===== config.mk =====
export PLATFORM = sky130hd
export DESIGN_NAME = bswc_deque
export DESIGN_NICKNAME = d
export VERILOG_FILES = /design/src/design/bswc_pkg.sv /design/src/design/bswc_cell.sv /design/src/design/bswc_deque.sv
export SDC_FILE = /design/constraint.sdc
export NUM_CORES = 2
export LEC_CHECK = 0
export CAP_MARGIN = 20
export CORE_ASPECT_RATIO = 1.75
export CORE_UTILIZATION = 45
export DETAILED_ROUTE_END_ITERATION = 8
export DONT_BUFFER_PORTS = 1
export PLACE_DENSITY = 0.68
export SYNTH_ARGS = -nofsm -noshare
export SYNTH_HDL_FRONTEND = slang
export SYNTH_HIERARCHICAL = 1
export SYNTH_SLANG_ARGS = --single-unit

===== constraint.sdc =====
create_clock -name clk -period 17.3 [get_ports clk]
set_clock_uncertainty 0.15 [all_clocks]
set_input_delay 0 -clock clk [delete_from_list [all_inputs] [get_ports clk]]
set_output_delay 0 -clock clk [all_outputs]
set_load 0.005 [all_outputs]

===== src/design/bswc_pkg.sv =====
// shared types and constants for the bounded-spread window counter
package bswc_pkg;

  localparam int QUEUE_DEPTH_DEF = 64;
  localparam int SAMPLE_BITS_DEF = 16;

  localparam int LEN_W   = 32;
  localparam int TOTAL_W = 64;
  localparam int OUT_W   = LEN_W + TOTAL_W;
  localparam int POS_W   = 32;

  localparam int SPREAD_W = 6;
  localparam logic [SPREAD_W-1:0] MAX_SPREAD_RESET = 6'd2;

  localparam int APB_ADDR_W = 3;
  localparam int APB_DATA_W = 32;
  // register index, taken from the word address bit
  localparam logic [0:0] REG_MAX_SPREAD = 1'b0;

  // operation on a whole deque
  typedef enum logic [1:0] {
    OP_HOLD  = 2'd0,
    OP_CLEAR = 2'd1,
    OP_POP   = 2'd2,
    OP_PUSH  = 2'd3
  } deque_op_t;

  // operation seen by one cell of a deque
  typedef enum logic [1:0] {
    CC_HOLD  = 2'd0,
    CC_CLEAR = 2'd1,
    CC_SHIFT = 2'd2,
    CC_PUSH  = 2'd3
  } cell_cmd_t;

  typedef struct packed {
    deque_op_t        op;
    logic [POS_W-1:0] pos;
  } deque_ctrl_t;

endpackage


===== src/design/bswc_cell.sv =====
// one deque entry: holds (value, position), compares against the new sample
module bswc_cell #(
  parameter int SAMPLE_BITS = bswc_pkg::SAMPLE_BITS_DEF,
  parameter bit KEEP_MAX    = 1'b1
) (
  input  logic                          clk,
  input  logic                          rst,
  input  bswc_pkg::cell_cmd_t           cmd,
  input  logic signed [SAMPLE_BITS-1:0] sample,
  input  logic [bswc_pkg::POS_W-1:0]    pos_in,
  input  logic                          prev_keep,
  input  logic                          next_valid,
  input  logic signed [SAMPLE_BITS-1:0] next_val,
  input  logic [bswc_pkg::POS_W-1:0]    next_pos,
  output logic                          keep,
  output logic                          ent_valid,
  output logic signed [SAMPLE_BITS-1:0] ent_val,
  output logic [bswc_pkg::POS_W-1:0]    ent_pos
);

  logic hit;
  logic insert;

  // entry is dominated by the new sample and leaves from the back
  assign hit    = KEEP_MAX ? (ent_val <= sample) : (ent_val >= sample);
  assign keep   = ent_valid && !hit;
  assign insert = prev_keep && !keep;

  always_ff @(posedge clk) begin
    if (rst) begin
      ent_valid <= 1'b0;
    end else begin
      unique case (cmd)
        bswc_pkg::CC_HOLD:  ent_valid <= ent_valid;
        bswc_pkg::CC_CLEAR: ent_valid <= 1'b0;
        bswc_pkg::CC_SHIFT: ent_valid <= next_valid;
        bswc_pkg::CC_PUSH:  ent_valid <= keep || insert;
      endcase
    end
  end

  always_ff @(posedge clk) begin
    if (cmd == bswc_pkg::CC_SHIFT) begin
      ent_val <= next_val;
      ent_pos <= next_pos;
    end else if (cmd == bswc_pkg::CC_PUSH && insert) begin
      ent_val <= sample;
      ent_pos <= pos_in;
    end
  end

endmodule


===== src/design/bswc_deque.sv =====
// monotonic deque as a row of cells, front at cell zero
module bswc_deque #(
  parameter int QUEUE_DEPTH = bswc_pkg::QUEUE_DEPTH_DEF,
  parameter int SAMPLE_BITS = bswc_pkg::SAMPLE_BITS_DEF,
  parameter bit KEEP_MAX    = 1'b1
) (
  input  logic                          clk,
  input  logic                          rst,
  input  bswc_pkg::deque_ctrl_t         ctrl,
  input  logic signed [SAMPLE_BITS-1:0] sample,
  output logic                          front_valid,
  output logic signed [SAMPLE_BITS-1:0] front_val,
  output logic [bswc_pkg::POS_W-1:0]    front_pos
);

  logic                          link_keep  [QUEUE_DEPTH+1];
  logic                          link_valid [QUEUE_DEPTH+1];
  logic signed [SAMPLE_BITS-1:0] link_val   [QUEUE_DEPTH+1];
  logic [bswc_pkg::POS_W-1:0]    link_pos   [QUEUE_DEPTH+1];
  logic                          full_push;
  bswc_pkg::cell_cmd_t           cmd;

  // nothing left to pop from the back: drop the front and append at the end
  assign full_push = (ctrl.op == bswc_pkg::OP_PUSH) && link_keep[QUEUE_DEPTH];

  always_comb begin
    unique case (ctrl.op)
      bswc_pkg::OP_HOLD:  cmd = bswc_pkg::CC_HOLD;
      bswc_pkg::OP_CLEAR: cmd = bswc_pkg::CC_CLEAR;
      bswc_pkg::OP_POP:   cmd = bswc_pkg::CC_SHIFT;
      bswc_pkg::OP_PUSH:  cmd = full_push ? bswc_pkg::CC_SHIFT : bswc_pkg::CC_PUSH;
    endcase
  end

  assign link_keep[0]            = 1'b1;
  assign link_valid[QUEUE_DEPTH] = full_push;
  assign link_val[QUEUE_DEPTH]   = sample;
  assign link_pos[QUEUE_DEPTH]   = ctrl.pos;

  for (genvar i = 0; i < QUEUE_DEPTH; i++) begin : g_cell
    bswc_cell #(
      .SAMPLE_BITS(SAMPLE_BITS),
      .KEEP_MAX   (KEEP_MAX)
    ) u_cell (
      .clk       (clk),
      .rst       (rst),
      .cmd       (cmd),
      .sample    (sample),
      .pos_in    (ctrl.pos),
      .prev_keep (link_keep[i]),
      .next_valid(link_valid[i+1]),
      .next_val  (link_val[i+1]),
      .next_pos  (link_pos[i+1]),
      .keep      (link_keep[i+1]),
      .ent_valid (link_valid[i]),
      .ent_val   (link_val[i]),
      .ent_pos   (link_pos[i])
    );
  end

  assign front_valid = link_valid[0];
  assign front_val   = link_val[0];
  assign front_pos   = link_pos[0];

endmodule


==> impl_metrics.py <==
metrics = {
    "timing": {
        "drv_slew": 17,
        "setup_viol": 0,
        "fmax_ghz": 0.159,
        "rsz0062_at_grt": "false",
        "finalSetupTns_ns": 0,
        "finalHoldViolations": 0,
        "fin_ws_ns": 11.03,
        "slew-limit-headroom": -0.00792,
        "tightest_slew_ns": 1.51,
        "post-route-min-period_ns": 6.27,
        "fin_crit_sh": 0.363,
    },
    "detailed_routing": {
        "detail_route.drc_violations": 0,
        "first_pass_iters": 6,
        "ant_nets": 0,
        "wl_per_cell_um": 25.5,
        "drt_iter0_markers": 8699,
        "vias": 98600,
        "vias_per_cell": 5.83,
        "routed_wl_um": 431000,
    },
    "global_routing": {
        "grt_max_degree": 204,
        "grt_pass1_wl_um": 642000,
        "antenna_found_initial": 59,
        "grt_pass1_vias": 103000,
        "overflow": 0,
        "grt_usage": 0.237,
    },
    "place": {
        "port_buffers": 0,
        "place_area_sq_mm": 0.166,
        "dp_hpwl_um": 259000,
        "dp_worst_setup_slack_ns": 11.56,
        "gp_congestion": 0.927,
    },
    "clock_network": {
        "cts.sinks": 3136,
        "cts_resized": 0,
        "cts_hold_buf": 172,
        "clock_latency_ns": 0.91,
        "cts_inserted_buffers": 310,
        "cts_root_buf": "clkbuf_16",
        "clockBufferDepth": 4,
        "cts_tree": "built",
        "cts_setup_buffers": 0,
        "clk_pin_slew_worst_paths_ns": 0.06,
        "cts.htree.levels": 5,
    },
    "floorplanning": {
        "row_count": 289,
        "core_area_sq_mm": 0.354,
        "dieArea_sq_mm": 0.358,
        "die_width_um": 453,
        "start_util": 0.452,
        "io_pins": 101,
        "die_h_um": 791,
    },
    "synthesis": {
        "async_reset_ff_frac": 0,
        "yosysTopAreaCell": "edfxtp_1",
        "synth_flop_cell": "edfxtp_1",
        "ys_seq_area_frac": 0.585,
        "syn_inst": 11800,
        "post_synth.cell_area_avg_sq_um": 13.5,
        "synth_warnings": 6,
        "synthDistinctLibCells": 47,
        "synth_edf_count": 3072,
        "synth.area.top_cells": "edfxtp_1 (58%), mux2_1 (8.1%), ha_1 (8.0%)",
        "yosysTopAreaCellShare": 0.577,
        "synth_area_sq_mm": 0.160,
        "ys_seq_elements": 3136,
    },
    "worst_setup_path": {
        "worstPathMaxFanout": 65,
        "crit_path_start_kind": "primary input",
        "required_ns": 17.79,
        "cp.arrival_ns": 6.77,
        "critPathKind": "primary input to flop",
        "cp-end-kind": "flop",
    },
    "run": {
        "maxCapViolCount": 0,
    },
    "cells_and_area": {
        "post-route-cell-area_sq_mm": 0.178,
        "drive_above_1_share": 0.167,
        "layout.nets": 13100,
        "syn_to_final_growth_pct": 11.4,
    },
    "hold_path": {
        "hold_path_class": "primary input to flop",
    },
    "power": {
        "vdd_drop_max_mv": 0.0862,
        "power.density_mw_per_mm2": 98.3,
        "leakagePower_uw": 0.0664,
    },
    "outcome": {
        "violations": "max-slew violations",
        "status": "finished, violations left",
    },
}
==> sequential cells by signal, summed over array words and instances (netlist names) <==
| register | flops |
|---|---|
| g_cell.u_cell/ent_val | 1024 |
| g_cell.u_cell/ent_valid | 64 |
| g_cell.u_cell/ent_pos | 2048 |
==> worst max-delay path: stages <==
cell,delay [ns]
dlygate4sd3_1,0.74
buf_16,0.46
inv_1,0.15
ha_1,0.37
nand4_1,0.15
or2_0,0.28
or3_4,0.41
o2111ai_2,0.13
nand2_1,0.17
a21boi_4,0.17
buf_4,0.51
buf_4,0.58
buf_4,0.74
nor2b_4,0.32
buf_4,0.37
mux2_1,0.36
dlygate4sd3_1,0.56
==> worst paths after layout <==
kind | start | end | slack, ns | cells past startpoint
max reg2reg | g_cell[63].u_cell/ent_val[14] | g_cell[27].u_cell/ent_pos[17] | 11.27 | 14
min reg2reg | g_cell[13].u_cell/ent_pos[19] | g_cell[12].u_cell/ent_pos[19] | 0.35 | 1
max | sample[15] | g_cell[27].u_cell/ent_pos[17] | 11.03 | 17
min | sample[0] | g_cell[14].u_cell/ent_valid | 0.11 | 5
==> placed cells by master (no fill, tap or decap), types with 42 or more instances in the layout <==
| cell type | count |
|---|---|
| a211o_1 | 104 |
| a21o_1 | 128 |
| a21oi_1 | 173 |
| a21oi_2 | 146 |
| a41o_1 | 66 |
| buf_16 | 55 |
| buf_4 | 117 |
| clkbuf_1 | 57 |
| clkbuf_16 | 316 |
| clkinv_1 | 60 |
| clkinv_2 | 58 |
| dfxtp_1 | 64 |
| dlygate4sd3_1 | 119 |
| edfxtp_1 | 3072 |
| ha_1 | 1024 |
| inv_1 | 1067 |
| mux2_1 | 1148 |
| mux2_2 | 964 |
| mux2i_1 | 64 |
| nand2_1 | 1090 |
| nand4_1 | 213 |
| nand4_2 | 42 |
| nor2_1 | 190 |
| nor2b_1 | 86 |
| nor2b_4 | 64 |
| nor3_1 | 85 |
| o2111ai_2 | 44 |
| o211ai_1 | 64 |
| o21ai_0 | 1023 |
| o21bai_4 | 42 |
| or3_1 | 64 |
==> logic make-up (layout without fill, tap and decap cells) <==
logic type / count (synthesis) / in the layout / synth area share
AO/OA/AOI/OAI: 1942 / 1942 / 0.0805
multiplexers: 2176 / 2176 / 0.153
buffers and inverters: 1516 / 1918 / 0.0379
AND/OR/NAND/NOR: 2050 / 2050 / 0.0640
flip-flops: 3136 / 3136 / 0.585
other: 1 / 19 / 0.0000234
adder cells (fa/ha/maj): 1024 / 1024 / 0.0801
==> per-stage QoR <==
step                total power [uW]  cells  hold WS [ns]   util
finish                         17500  16900         0.110  0.504
global route                   18100  16900        0.0235  0.504
CTS                            17600  16900        0.0147  0.503
detailed placement             10700  16200        0.0717  0.468
global placement               10600  16200        0.0711  0.468
floorplan                      10300  11800       -0.0821      -
==> metal layers <==
metal | wire, um | GRT usage | vias to the layer above
li1 | - | - | 44900
met1 | 157000 | 0.263 | 49100
met2 | 218000 | 0.422 | 3420
met3 | 21700 | 0.0281 | 1191
met4 | 34800 | 0.164 | 18
met5 | 124 | 0 | -
==> Yosys cell counts (150+ instances only) <==
master / number
nand2_1: 1090
inv_1: 1067
nor2b_1: 150
o21ai_0: 1023
a21oi_1: 173
edfxtp_1: 3072
buf_2: 167
mux2_1: 1148
nor2_1: 190
nand4_1: 213
mux2_2: 964
clkbuf_1: 195
ha_1: 1024
==> where the power goes <==
part	total, uW	switching [uW]	internal (uW)
clock network	6660	2970	3690
logic	1830	1130	702
registers	9030	191	8840
==> final cells by class <==
type	count	area (sq um)
Tap cell	4656	5830
Clock inverter	177	1490
Clock buffer	379	8200
Fill cell	29500	176000
Inverter	1067	4010
Multi-Input combinational cell	7194	61300
Sequential cell	3136	93500
Antenna cell	17	42.5
Timing Repair Buffer	295	3660
Power figures use the tool's default switching activity.
